**config.mk**
```make
export PLATFORM = sky130hd
export DESIGN_NAME = expression_number_operator_lexer
export DESIGN_NICKNAME = d
export VERILOG_FILES = /design/src/design/elx_pkg.sv /design/src/design/elx_front.sv /design/src/design/elx_fifo.sv /design/src/design/elx_back.sv /design/src/design/expression_number_operator_lexer.sv
export SDC_FILE = /design/constraint.sdc
export NUM_CORES = 1
export LEC_CHECK = 0
export ABC_AREA = 1
export BUFFER_PORTS_ARGS = -buffer_cell sky130_fd_sc_hd__buf_2
export CELL_PAD_IN_SITES_DETAIL_PLACEMENT = 0
export CELL_PAD_IN_SITES_GLOBAL_PLACEMENT = 1
export CORE_ASPECT_RATIO = 1.4
export CORE_UTILIZATION = 35
export CTS_BUF_LIST = sky130_fd_sc_hd__clkbuf_16
export DETAILED_ROUTE_END_ITERATION = 6
export MAX_ROUTING_LAYER = met4
export PLACE_DENSITY = 0.62
export SLEW_MARGIN = 30
export SYNTH_ARGS = -nofsm -noshare
export SYNTH_HDL_FRONTEND = slang
export SYNTH_SLANG_ARGS = --single-unit
export TNS_END_PERCENT = 20
```
**constraint.sdc**
```tcl
create_clock -name clk_i -period 3.3 [get_ports clk_i]
set_input_delay 0.825 -clock clk_i [delete_from_list [all_inputs] [get_ports clk_i]]
set_output_delay 0.825 -clock clk_i [all_outputs]
set_load 0.02 [all_outputs]
```
**src/design/elx_pkg.sv**
```systemverilog
// Shared types and constants for the expression number/operator lexer.
`default_nettype none
package elx_pkg;

  localparam int MANT_BITS = 32;
  localparam int ACC_XW    = MANT_BITS + 4;

  localparam int Q_DEPTH = 4;
  localparam int Q_PTR_W = $clog2(Q_DEPTH);
  localparam int Q_CNT_W = $clog2(Q_DEPTH + 1);

  localparam logic [15:0] LINE_MAX = 16'hFFFF;
  localparam logic [15:0] LINE_ONE = 16'd1;
  localparam logic [3:0]  FRAC_MAX = 4'd15;
  localparam logic [3:0]  FRAC_ONE = 4'd1;

  localparam logic [7:0] CH_PLUS   = 8'h2B;
  localparam logic [7:0] CH_MINUS  = 8'h2D;
  localparam logic [7:0] CH_STAR   = 8'h2A;
  localparam logic [7:0] CH_EQUAL  = 8'h3D;
  localparam logic [7:0] CH_SLASH  = 8'h2F;
  localparam logic [7:0] CH_LPAREN = 8'h28;
  localparam logic [7:0] CH_RPAREN = 8'h29;
  localparam logic [7:0] CH_POINT  = 8'h2E;
  localparam logic [7:0] CH_ZERO   = 8'h30;
  localparam logic [7:0] CH_NINE   = 8'h39;
  localparam logic [7:0] CH_SPACE  = 8'h20;
  localparam logic [7:0] CH_TAB    = 8'h09;
  localparam logic [7:0] CH_NL     = 8'h0A;

  typedef enum logic [2:0] {
    CL_DIGIT,
    CL_POINT,
    CL_BLANK,
    CL_NEWLINE,
    CL_OP,
    CL_OTHER,
    CL_END
  } char_class_e;

  typedef enum logic [3:0] {
    PH_IDLE  = 4'b0001,
    PH_INT   = 4'b0010,
    PH_POINT = 4'b0100,
    PH_FRAC  = 4'b1000
  } phase_e;

  typedef enum logic [1:0] {
    TK_OP  = 2'd0,
    TK_NUM = 2'd1,
    TK_ERR = 2'd2,
    TK_END = 2'd3
  } token_kind_e;

  typedef enum logic [1:0] {
    ERR_NONE   = 2'd0,
    ERR_SYMBOL = 2'd1,
    ERR_POINT  = 2'd2
  } err_kind_e;

  typedef struct packed {
    char_class_e cls;
    logic [7:0]  ch;
  } lex_item_t;

  typedef struct packed {
    token_kind_e kind;
    logic [7:0]  op_char;
    logic [31:0] mant;
    logic [3:0]  frac;
    logic        sat;
    logic [15:0] line;
    err_kind_e   err;
    logic        last;
  } token_t;

endpackage
`default_nettype wire

```
**src/design/elx_front.sv**
```systemverilog
// Input side: accepts characters and classifies them into queue items.
`default_nettype none
module elx_front (
  input  wire logic              s_axis_tvalid,
  output logic                   s_axis_tready,
  input  wire logic [7:0]        s_axis_tdata,  // char_code
  input  wire logic              s_axis_tuser,  // end_of_input
  input  wire logic              full_i,
  output logic                   push_o,
  output elx_pkg::lex_item_t     item_o
);
  import elx_pkg::*;

  char_class_e cls;

  always_comb begin
    if (s_axis_tuser) begin
      cls = CL_END;
    end else if (s_axis_tdata inside {[CH_ZERO:CH_NINE]}) begin
      cls = CL_DIGIT;
    end else if (s_axis_tdata == CH_POINT) begin
      cls = CL_POINT;
    end else if (s_axis_tdata == CH_NL) begin
      cls = CL_NEWLINE;
    end else if (s_axis_tdata inside {CH_SPACE, CH_TAB}) begin
      cls = CL_BLANK;
    end else if (s_axis_tdata inside {CH_PLUS, CH_MINUS, CH_STAR, CH_EQUAL,
                                      CH_SLASH, CH_LPAREN, CH_RPAREN}) begin
      cls = CL_OP;
    end else begin
      cls = CL_OTHER;
    end
  end

  assign s_axis_tready = !full_i;
  assign push_o        = s_axis_tvalid && !full_i;
  assign item_o.cls    = cls;
  assign item_o.ch     = s_axis_tdata;

endmodule
`default_nettype wire

```
**src/design/elx_fifo.sv**
```systemverilog
// Short queue of classified items between front and back.
`default_nettype none
module elx_fifo (
  input  wire logic               clk_i,
  input  wire logic               rst_ni,
  input  wire logic               push_i,
  input  wire elx_pkg::lex_item_t item_i,
  output logic                    full_o,
  input  wire logic               pop_i,
  output logic                    valid_o,
  output elx_pkg::lex_item_t      head_o
);
  import elx_pkg::*;

  lex_item_t          mem_q [Q_DEPTH];
  logic [Q_PTR_W-1:0] wr_q, wr_d, rd_q, rd_d;
  logic [Q_CNT_W-1:0] cnt_q, cnt_d;
  logic               do_push, do_pop;

  assign full_o  = (cnt_q == Q_CNT_W'(Q_DEPTH));
  assign valid_o = (cnt_q != '0);
  assign head_o  = mem_q[rd_q];
  assign do_push = push_i && !full_o;
  assign do_pop  = pop_i && valid_o;

  always_comb begin
    wr_d  = do_push ? Q_PTR_W'((Q_CNT_W'(wr_q) + 1'b1) % Q_CNT_W'(Q_DEPTH)) : wr_q;
    rd_d  = do_pop  ? Q_PTR_W'((Q_CNT_W'(rd_q) + 1'b1) % Q_CNT_W'(Q_DEPTH)) : rd_q;
    cnt_d = cnt_q + Q_CNT_W'(do_push) - Q_CNT_W'(do_pop);
  end

  always_ff @(posedge clk_i or negedge rst_ni) begin
    if (!rst_ni) begin
      wr_q  <= '0;
      rd_q  <= '0;
      cnt_q <= '0;
    end else begin
      wr_q  <= wr_d;
      rd_q  <= rd_d;
      cnt_q <= cnt_d;
    end
  end

  always_ff @(posedge clk_i) begin
    if (do_push) begin
      mem_q[wr_q] <= item_i;
    end
  end

endmodule
`default_nettype wire

```
**src/design/elx_back.sv**
```systemverilog
// Back end: lexer state, token forming and output staging.
`default_nettype none
module elx_back (
  input  wire logic               clk_i,
  input  wire logic               rst_ni,
  input  wire logic               head_valid_i,
  input  wire elx_pkg::lex_item_t head_i,
  output logic                    pop_o,
  output logic                    m_axis_tvalid,
  input  wire logic               m_axis_tready,
  output logic [63:0]             m_axis_tdata,  // operator_char, number_mantissa,
                                                 // fraction_digits, mantissa_saturated,
                                                 // line_index, error_kind, zero pad
  output logic [1:0]              m_axis_tuser,  // token_kind
  output logic                    m_axis_tlast   // last_of_item
);
  import elx_pkg::*;

  phase_e               phase_q, phase_d;
  logic [MANT_BITS-1:0] acc_q, acc_d;
  logic [3:0]           frac_q, frac_d;
  logic                 ovf_q, ovf_d;
  logic [15:0]          line_q, line_d;

  token_t               out_q, pend_q;
  logic                 out_v_q, pend_v_q;

  token_t               tok0, tok1, base_tok, num_tok, idle_tok;
  logic [1:0]           ntok;
  logic                 idle_has;
  logic [ACC_XW-1:0]    acc_x, acc_w;
  logic                 add_ovf;
  logic [MANT_BITS-1:0] add_val;
  logic [15:0]          line_inc;
  logic                 free, room, is_digit;

  assign is_digit = (head_i.cls == CL_DIGIT);
  assign line_inc = (line_q == LINE_MAX) ? line_q : line_q + 16'd1;

  // acc * 10 + digit, saturating
  always_comb begin
    acc_x   = ACC_XW'(acc_q);
    acc_w   = (acc_x << 3) + (acc_x << 1) + ACC_XW'(head_i.ch[3:0]);
    add_ovf = |acc_w[ACC_XW-1:MANT_BITS];
    add_val = add_ovf ? '1 : acc_w[MANT_BITS-1:0];
  end

  always_comb begin
    base_tok      = '0;
    base_tok.line = line_q;

    num_tok       = base_tok;
    num_tok.kind  = TK_NUM;
    num_tok.mant  = 32'(acc_q);
    num_tok.frac  = frac_q;
    num_tok.sat   = ovf_q;

    idle_tok = base_tok;
    idle_has = 1'b0;
    if (head_i.cls == CL_OP) begin
      idle_tok.kind    = TK_OP;
      idle_tok.op_char = head_i.ch;
      idle_has         = 1'b1;
    end else if (head_i.cls == CL_OTHER || head_i.cls == CL_POINT) begin
      idle_tok.kind = TK_ERR;
      idle_tok.err  = ERR_SYMBOL;
      idle_has      = 1'b1;
    end
  end

  always_comb begin
    phase_d = phase_q;
    acc_d   = acc_q;
    frac_d  = frac_q;
    ovf_d   = ovf_q;
    line_d  = line_q;
    tok0    = base_tok;
    tok1    = base_tok;
    ntok    = 2'd0;

    if (head_i.cls == CL_END) begin
      phase_d = PH_IDLE;
      acc_d   = '0;
      frac_d  = '0;
      ovf_d   = 1'b0;
      tok1.kind = TK_END;
      case (phase_q)
        PH_INT, PH_FRAC: begin
          tok0 = num_tok;
          ntok = 2'd2;
        end
        PH_POINT: begin
          tok0.kind = TK_ERR;
          tok0.err  = ERR_POINT;
          ntok      = 2'd2;
        end
        default: begin
          tok0.kind = TK_END;
          ntok      = 2'd1;
        end
      endcase
    end else begin
      case (phase_q)
        PH_INT, PH_FRAC: begin
          if (is_digit) begin
            acc_d = add_val;
            ovf_d = ovf_q | add_ovf;
            if (phase_q == PH_FRAC) begin
              if (frac_q < FRAC_MAX) begin
                frac_d = frac_q + 4'd1;
              end else begin
                ovf_d = 1'b1;
              end
            end
          end else if (head_i.cls == CL_POINT && phase_q == PH_INT) begin
            phase_d = PH_POINT;
          end else begin
            phase_d = PH_IDLE;
            acc_d   = '0;
            frac_d  = '0;
            ovf_d   = 1'b0;
            tok0    = num_tok;
            tok1    = idle_tok;
            ntok    = idle_has ? 2'd2 : 2'd1;
            if (head_i.cls == CL_NEWLINE) begin
              line_d = line_inc;
            end
          end
        end
        PH_POINT: begin
          if (is_digit) begin
            phase_d = PH_FRAC;
            acc_d   = add_val;
            ovf_d   = ovf_q | add_ovf;
            frac_d  = FRAC_ONE;
          end else begin
            phase_d   = PH_IDLE;
            acc_d     = '0;
            frac_d    = '0;
            ovf_d     = 1'b0;
            tok0.kind = TK_ERR;
            tok0.err  = ERR_POINT;
            ntok      = 2'd1;
          end
        end
        default: begin
          if (is_digit) begin
            phase_d = PH_INT;
            acc_d   = MANT_BITS'(head_i.ch[3:0]);
            frac_d  = '0;
            ovf_d   = 1'b0;
          end else if (head_i.cls == CL_NEWLINE) begin
            line_d = line_inc;
          end else begin
            tok0 = idle_tok;
            ntok = idle_has ? 2'd1 : 2'd0;
          end
        end
      endcase
    end

    if (ntok == 2'd2) begin
      tok1.last = 1'b1;
    end else begin
      tok0.last = 1'b1;
    end
  end

  assign free  = !out_v_q || m_axis_tready;
  assign room  = !pend_v_q && free;
  assign pop_o = head_valid_i && (ntok == 2'd0 || room);

  always_ff @(posedge clk_i or negedge rst_ni) begin
    if (!rst_ni) begin
      phase_q  <= PH_IDLE;
      acc_q    <= '0;
      frac_q   <= '0;
      ovf_q    <= 1'b0;
      line_q   <= LINE_ONE;
      out_v_q  <= 1'b0;
      pend_v_q <= 1'b0;
    end else begin
      if (pop_o) begin
        phase_q <= phase_d;
        acc_q   <= acc_d;
        frac_q  <= frac_d;
        ovf_q   <= ovf_d;
        line_q  <= line_d;
      end
      if (pend_v_q && free) begin
        out_v_q  <= 1'b1;
        pend_v_q <= 1'b0;
      end else if (pop_o && ntok != 2'd0) begin
        out_v_q  <= 1'b1;
        pend_v_q <= (ntok == 2'd2);
      end else if (free) begin
        out_v_q <= 1'b0;
      end
    end
  end

  always_ff @(posedge clk_i) begin
    if (pend_v_q && free) begin
      out_q <= pend_q;
    end else if (pop_o && ntok != 2'd0) begin
      out_q  <= tok0;
      pend_q <= tok1;
    end
  end

  assign m_axis_tvalid = out_v_q;
  assign m_axis_tuser  = out_q.kind;
  assign m_axis_tlast  = out_q.last;
  assign m_axis_tdata  = {1'b0, out_q.err, out_q.line, out_q.sat, out_q.frac,
                          out_q.mant, out_q.op_char};

`ifndef SYNTH
  a_pend_has_out: assert property (@(posedge clk_i) disable iff (!rst_ni)
    pend_v_q |-> out_v_q) else $error("pending token without output token");

  a_no_pop_pend: assert property (@(posedge clk_i) disable iff (!rst_ni)
    (pend_v_q && !m_axis_tready) |=> pend_v_q && $stable(pend_q))
    else $error("pending token lost");

  a_frac_phase: assert property (@(posedge clk_i) disable iff (!rst_ni)
    (phase_q == PH_FRAC) == (frac_q != '0))
    else $error("fraction count out of step with phase");

  a_line_nonzero: assert property (@(posedge clk_i) disable iff (!rst_ni)
    line_q != '0) else $error("line counter reached zero");
`endif

endmodule
`default_nettype wire

```
**src/design/expression_number_operator_lexer.sv**
```systemverilog
// Top level of the expression number/operator lexer.
// Usage:
//   s_axis carries one item per character: tdata is the ASCII code, tuser set
//   marks end of text (tdata then ignored). m_axis carries tokens: tuser is
//   the token kind, tlast marks the final token caused by one input item.
//   An input item gives zero, one or two tokens (a number is emitted when the
//   character after it arrives, then that character is handled).
// Token path: an accepted item is written into the queue, popped by the back
//   end, and its first token is registered in the output register for m_axis.
// Throughput: one item per cycle while each item gives at most one token and
//   m_axis is ready; after an item giving two tokens, items that give tokens
//   wait until the pending second token has moved to the single output port.
// Front end classifies into a four-item queue; the back end holds lexer
// state and an output register plus one pending token slot.
// Reset: lexer idle, line counter 1, queue and output empty.
// A stall on m_axis fills the queue; s_axis_tready drops when it is full,
// and items that produce no token keep draining meanwhile.
`default_nettype none
module expression_number_operator_lexer (
  input  wire logic        clk_i,
  input  wire logic        rst_ni,
  input  wire logic        s_axis_tvalid,
  output logic             s_axis_tready,
  input  wire logic [7:0]  s_axis_tdata,  // char_code
  input  wire logic        s_axis_tuser,  // end_of_input
  output logic             m_axis_tvalid,
  input  wire logic        m_axis_tready,
  output logic [63:0]      m_axis_tdata,  // operator_char, number_mantissa,
                                          // fraction_digits, mantissa_saturated,
                                          // line_index, error_kind, zero pad
  output logic [1:0]       m_axis_tuser,  // token_kind
  output logic             m_axis_tlast   // last_of_item
);
  import elx_pkg::*;

  lex_item_t in_item, head;
  logic      push, full, pop, head_valid;

  elx_front u_front (
    .s_axis_tvalid (s_axis_tvalid),
    .s_axis_tready (s_axis_tready),
    .s_axis_tdata  (s_axis_tdata),
    .s_axis_tuser  (s_axis_tuser),
    .full_i        (full),
    .push_o        (push),
    .item_o        (in_item)
  );

  elx_fifo u_fifo (
    .clk_i   (clk_i),
    .rst_ni  (rst_ni),
    .push_i  (push),
    .item_i  (in_item),
    .full_o  (full),
    .pop_i   (pop),
    .valid_o (head_valid),
    .head_o  (head)
  );

  elx_back u_back (
    .clk_i         (clk_i),
    .rst_ni        (rst_ni),
    .head_valid_i  (head_valid),
    .head_i        (head),
    .pop_o         (pop),
    .m_axis_tvalid (m_axis_tvalid),
    .m_axis_tready (m_axis_tready),
    .m_axis_tdata  (m_axis_tdata),
    .m_axis_tuser  (m_axis_tuser),
    .m_axis_tlast  (m_axis_tlast)
  );

endmodule
`default_nettype wire
```
* Word level (Yosys, flattened, before mapping) *
Memories as Yosys holds them, arrays and structs flattened.
Cells that the tools add are included.

operators by class
  add/sub/neg operators = 8
  $lt $le $gt $ge = 3
  eq/ne operators = 27
  mux-type cells = 85
  bitwise gates (word level) = 6
  reductions and logical operators = 34

operator list
  cell                   count
  $mux 66                9
  $mux 32                6
  $pmux 61 s2            1
  $mux 16                5
  $eq 8x6->1 const B     9
  $mux 65                1
  $pmux 32 s2            1
  $mux 53                1
  $mux 4                 10
  $add 35x33->36         1
  $add 36x4->36          1
  $pmux 16 s2            1
  $mux 2                 12
  $mux 1                 22
  $mux 19                1
  $mux 3                 6
  $add 16x1->16 const B  1
  $eq 16x16->1 const B   1
  $eq 8x4->1 const B     2
  $pmux 2 s2             4
  $pmux 4 s2             2
  $eq 3x3->1 const B     4
  $reduce_and 5->1       2
  $logic_and 1x1->1      9
  34 further kinds       51

word-level totals
  flip-flop bits (word level) = 198
  RAM bits = 44
  bits of input ports = 13
  output and inout bits = 69
  word-level logic and storage cells = 190
  memories = 1

memories
  name          depth  bits a word  rd ports  clocked after memory_dff  write ports  line            RTL
  u_fifo.mem_q  4      11           1         0                         1            elx_fifo.sv:15  lex_item_t mem_q [Q_DEPTH];

* Longest topological paths before layout *
An unclocked memory read counts as a cell.

  word-level depth = 16
  mapped depth = 27
  depth with buffers taken out = 24

* Cells and area by module *
From an unflattened synthesis, not the netlist that was laid out.

unflattened totals
  cell total of the unflattened synthesis = 1375
  area total of the unflattened synthesis = 11626.2 um^2

modules (own cells, without submodules)
  module     instances  cells each  area an instance (um^2)  sequential area each (um^2)
  elx_back   1          1128        9181.3                   4301.6
  elx_fifo   1          197         2203.4                   1496.4
  elx_front  1          50          241.5                    0.0

* Worst setup path after synthesis *
OpenSTA, ideal clock, no wires.

  path type = flip-flop to flip-flop
  start point = reg u_fifo.rd_q[0]
  end point = reg u_back.acc_q[12]
  library setup time = 0.123 ns
  data arrival time = 3.453 ns
  data required time = 3.177 ns
  path slack = -0.276 ns
  stages on the path, launching flop included = 25
  buffers on the path = 5
  period minus slack after synthesis = 3.576 ns
  cell sequence = dfrtp_1 -> buf_4 -> buf_6 -> clkbuf_1 -> nor2_1 -> o22ai_1 -> fa_1 -> inv_1 -> fa_1 -> inv_1 -> nand2_1 -> nand2_1 -> nand3_1 -> nand2_1 -> nand2_1 -> nand2_1 -> nand2_1 -> nand3_1 -> nand2_1 -> nor2_1 -> nand2_1 -> buf_2 -> buf_6 -> o21ai_0 -> nand2_1

on the way
  cells in the longest elaborated chain, start to end = 14
  elaborated cells between the ends (all ways) = 33
  classes of those cells = 1 x add/sub; 6 x eq/ne; 16 x mux; 9 x reduce/logical; 1 x memory

ends and longest elaborated chain
  what                                                    line             RTL
  from (decl)                                             elx_fifo.sv:16   logic [Q_PTR_W-1:0] wr_q, wr_d, rd_q, rd_d;
  from (signal assigned)                                  elx_fifo.sv:39   rd_q <= rd_d;
  $mem_v2 4x11 *                                          n/a
  branches (longest 13 deep; another with $add 36x4->36)  n/a
  to (signal assigned)                                    elx_back.sv:176  acc_q <= '0;
  to (signal assigned)                                    elx_back.sv:185  acc_q <= acc_d;
  to (decl)                                               elx_back.sv:20   logic [MANT_BITS-1:0] acc_q, acc_d;

Every way passes the cells marked *.
A chain may end at the register's enable or synchronous reset.

* Worst setup path in the final report *
  start point = reg u_fifo.rd_q[0]
  end point = reg u_back.acc_q[21]

The elaborated chain is that of the path after synthesis.

==> reports/qor.csv <==
metric,value,unit
hold_path_class,in -> async,
cts_max_path_buffers,3,
ys.warnings.count,0,
reg2reg_to,u_back.acc_q[21],
drc,0,
critPathArrivalTime,3.66,ns
crit-reg2reg-launch,u_fifo.rd_q[0],
grt.busiest_layer,met2,
use_met2,35.44,%
power_per_cell_area,972.0,mW/mm^2
rsz0062_at_grt,true,
antenna_found_initial,0,
rows,77,
portBuffers,80,
leakage,6.359,nW
drt_pass1_iterations,4,
cts.clk_slew.worst_paths,0.06,ns
layout_setup_ws,0.02931,ns
num_io_pins,82,
synth_area,0.01138,mm^2
grt_pass1_wl,47000,um
gp_congestion,0.8475,
finalHoldViolCount,0,
ff2ff_path_depth,21,
n_fill_cell,3173,
crit_type,reg -> reg,
fin_area,0.01354,mm^2
max-vdd-ir-drop,0.7189,mV
grt_max_degree,67,
cts_root_buffer,clkbuf_16,
syn_nets,1349,
fin_crit_sh,99.11,%
setup.worst_path.start,u_fifo.rd_q[0],
synthDistinctLibCells,49,
core_area,0.03179,mm^2
synth-edff-count,138,
track_usage,18.83,%
multi_input_area,0.004977,mm^2
maxSlewViolCount,0,
fin_skew,0.01137,ns
drt_iter0_markers,365,
ant_nets,0,
hold_slack,0.2940,ns
fin_tns_setup,0,ns
cts_tree,yes,
crit_fanout,17,
synth_top_area_share,36.42,%
clock_sinks,204,
initial_core_util,35.79,%
grt_pass1_vias,8794,
clock.fmax,0.3057,GHz
area_growth_syn_to_layout,18.96,%
via_per_inst,4.791,
grtUsageMet1,20.55,%
tightest_slew,0.6143,ns
dp_slack,-0.08967,ns
critical_path.endpoint,u_back.acc_q[21],
ctsHoldBuffers,0,
synth_async_sr_flop_share,32.35,%
critPathRequiredTime,3.69,ns
setup_viol,0,
drive_gt1_share,18.50,%
drt-wirelength-per-cell,16.46,um
overflow,0,
seq_area_frac_synth,50.95,%
run_status,"finished, final reports clean",
met3_usage,1.936,%
cts-buffers-inserted,23,
ff2ff_setup_slack,0.03,ns
die_height,215.4,um
final_common_cell,nand2_1,
placed_cell_area,0.01261,mm^2
regArea,0.005799,mm^2
place_hpwl,22000,um
vias,8677,
endpoint_kind,flop,
synth_area_leader_cell,edfxtp_1,
die_w,154.4,um
cts_max_level,1,
insertion_delay,0.52,ns
num_antenna_cells,0,
synth_area_leaders,"edfxtp_1 36%, dfrtp_1 14%, nand2_1 12%, ha_1 7.8%, inv_1 4.8%",
ys.flop_type,edfxtp_1,
cap_violations,0,
avgSynthCellArea,9.017,um^2
nNetsFinal,1487,
netlist_instances,1262,
postRouteWirelength,29820,um
die-area,0.03325,mm^2
maxSlewHeadroom,58.73,%
final_cell_mix,"339 x nand2_1, 148 x inv_1, 138 x edfxtp_1",
crit_path_start_kind,flop,
period_needed,3.271,ns
synth_seq_cells,204,
flip-flops by register name, indices dropped and copies added (netlist names):
register / flops
u_fifo.mem_q: 44
u_fifo.rd_q: 2
u_back.ovf_q: 1
u_back.m_axis_tlast: 1
u_fifo.wr_q: 2
u_back.pend_q: 28
u_fifo.cnt_q: 3
u_back.pend_v_q: 1
u_back.m_axis_tdata: 63
u_back.acc_q: 32
u_back.phase_q: 4
u_back.m_axis_tuser: 2
u_back.frac_q: 4
u_back.m_axis_tvalid: 1
u_back.line_q: 16
synth_stat cells (2+ instances only):
| cell type | number |
|---|---|
| inv_2 | 5 |
| dfstp_2 | 2 |
| nand2_1 | 351 |
| xor2_1 | 29 |
| a21oi_1 | 38 |
| a21o_1 | 3 |
| o21ai_1 | 2 |
| inv_1 | 147 |
| o22ai_1 | 8 |
| nand4_1 | 12 |
| buf_6 | 4 |
| or2_2 | 3 |
| nor4_1 | 4 |
| o21bai_1 | 6 |
| nor2_4 | 2 |
| o211ai_1 | 2 |
| nor2_1 | 88 |
| nand2_2 | 11 |
| ha_1 | 71 |
| dfrtp_1 | 64 |
| buf_2 | 8 |
| nor2_2 | 3 |
| xnor2_1 | 12 |
| nor3b_1 | 25 |
| nand3_1 | 40 |
| nand3_2 | 4 |
| a31oi_1 | 4 |
| o21ai_2 | 12 |
| clkinv_2 | 2 |
| nor3_1 | 34 |
| clkbuf_1 | 15 |
| edfxtp_1 | 138 |
| o21ai_0 | 94 |
| buf_4 | 2 |
| fa_1 | 3 |
worst min-delay path by stage:
stage                       endpoint  depth (start not counted)             start
CTS                  u_back.acc_q[5]                          2            rst_ni
finish               u_back.acc_q[5]                          2            rst_ni
global route         u_back.acc_q[5]                          2            rst_ni
detailed placement  u_back.pend_q[7]                          0  u_back.line_q[4]
global placement    u_back.pend_q[7]                          0  u_back.line_q[4]
floorplan           u_back.pend_q[7]                          0  u_back.line_q[4]
final cells by class:
type / instances / share of cell area (%)
Clock inverter: 18 / 0.8966
Inverter: 155 / 4.335
Clock buffer: 23 / 4.252
Multi-Input combinational cell: 873 / 36.77
Tap cell: 395 / 3.651
Timing Repair Buffer: 143 / 7.256
Sequential cell: 204 / 42.84
worst max-delay path, stage by stage, from the launching register on:
cell and delay (ns):
dfrtp_2 0.46, buf_6 0.15, nor2_4 0.10, o22ai_4 0.09, fa_1 0.59, inv_2 0.06
fa_2 0.39, inv_2 0.07, nand2_2 0.05, nand2_2 0.08, nand3_2 0.06, nand2_2 0.08
nand2_2 0.05, nand2_2 0.08, nand2_2 0.06, nand3_2 0.06, nand2_2 0.07, nor2_4 0.15
nand2_4 0.11, buf_12 0.17, o21ai_1 0.12, o21ai_0 0.08
cells by family after synthesis:
group           after synthesis  synth area share (%)
simple gates                582                 22.18
fa+ha+maj                    74                 8.334
flops                       204                 50.95
xor+xnor                     41                 3.156
other cells                   1               0.03295
compound gates              175                 8.664
buf+inv                     185                 6.685
per-layer routing:
metal	vias up	routed length, um
met2	118	16260
li1	4471	-
met4	0	744
met3	43	786
met1	4045	12030
met5	-	0
report_power, final:
part	leakage [nW]	total [mW]	switching, mW	internal [mW]
registers	2.22	4.56	0.359	4.20
clock network	0.351	2.40	1.05	1.35
logic	3.79	6.19	4.31	1.89
total	6.36	13.2	5.72	7.44
timing repair:
| action | 4_1_cts | 5_1_grt |
|---|---|---|
| endpoints found under the setup margin | 19 | 52 |
| gates resized for setup | 7 | 58 |
| pin swaps | 1 | 31 |
| buffers inserted | 0 | 9 |
| cloned | 0 | 1 |
stage by stage:
stage / util [%] / std cells / total power [mW]
2_1_floorplan: - / 1262 / 8.386
3_3_place_gp: 39.65 / 1760 / 10.66
3_5_place_dp: 39.65 / 1760 / 10.74
4_1_cts: 41.89 / 1801 / 13.23
5_1_grt: 42.58 / 1811 / 14.06
6_report: 42.58 / 1811 / 13.16
(Power assumes the default switching activity.)
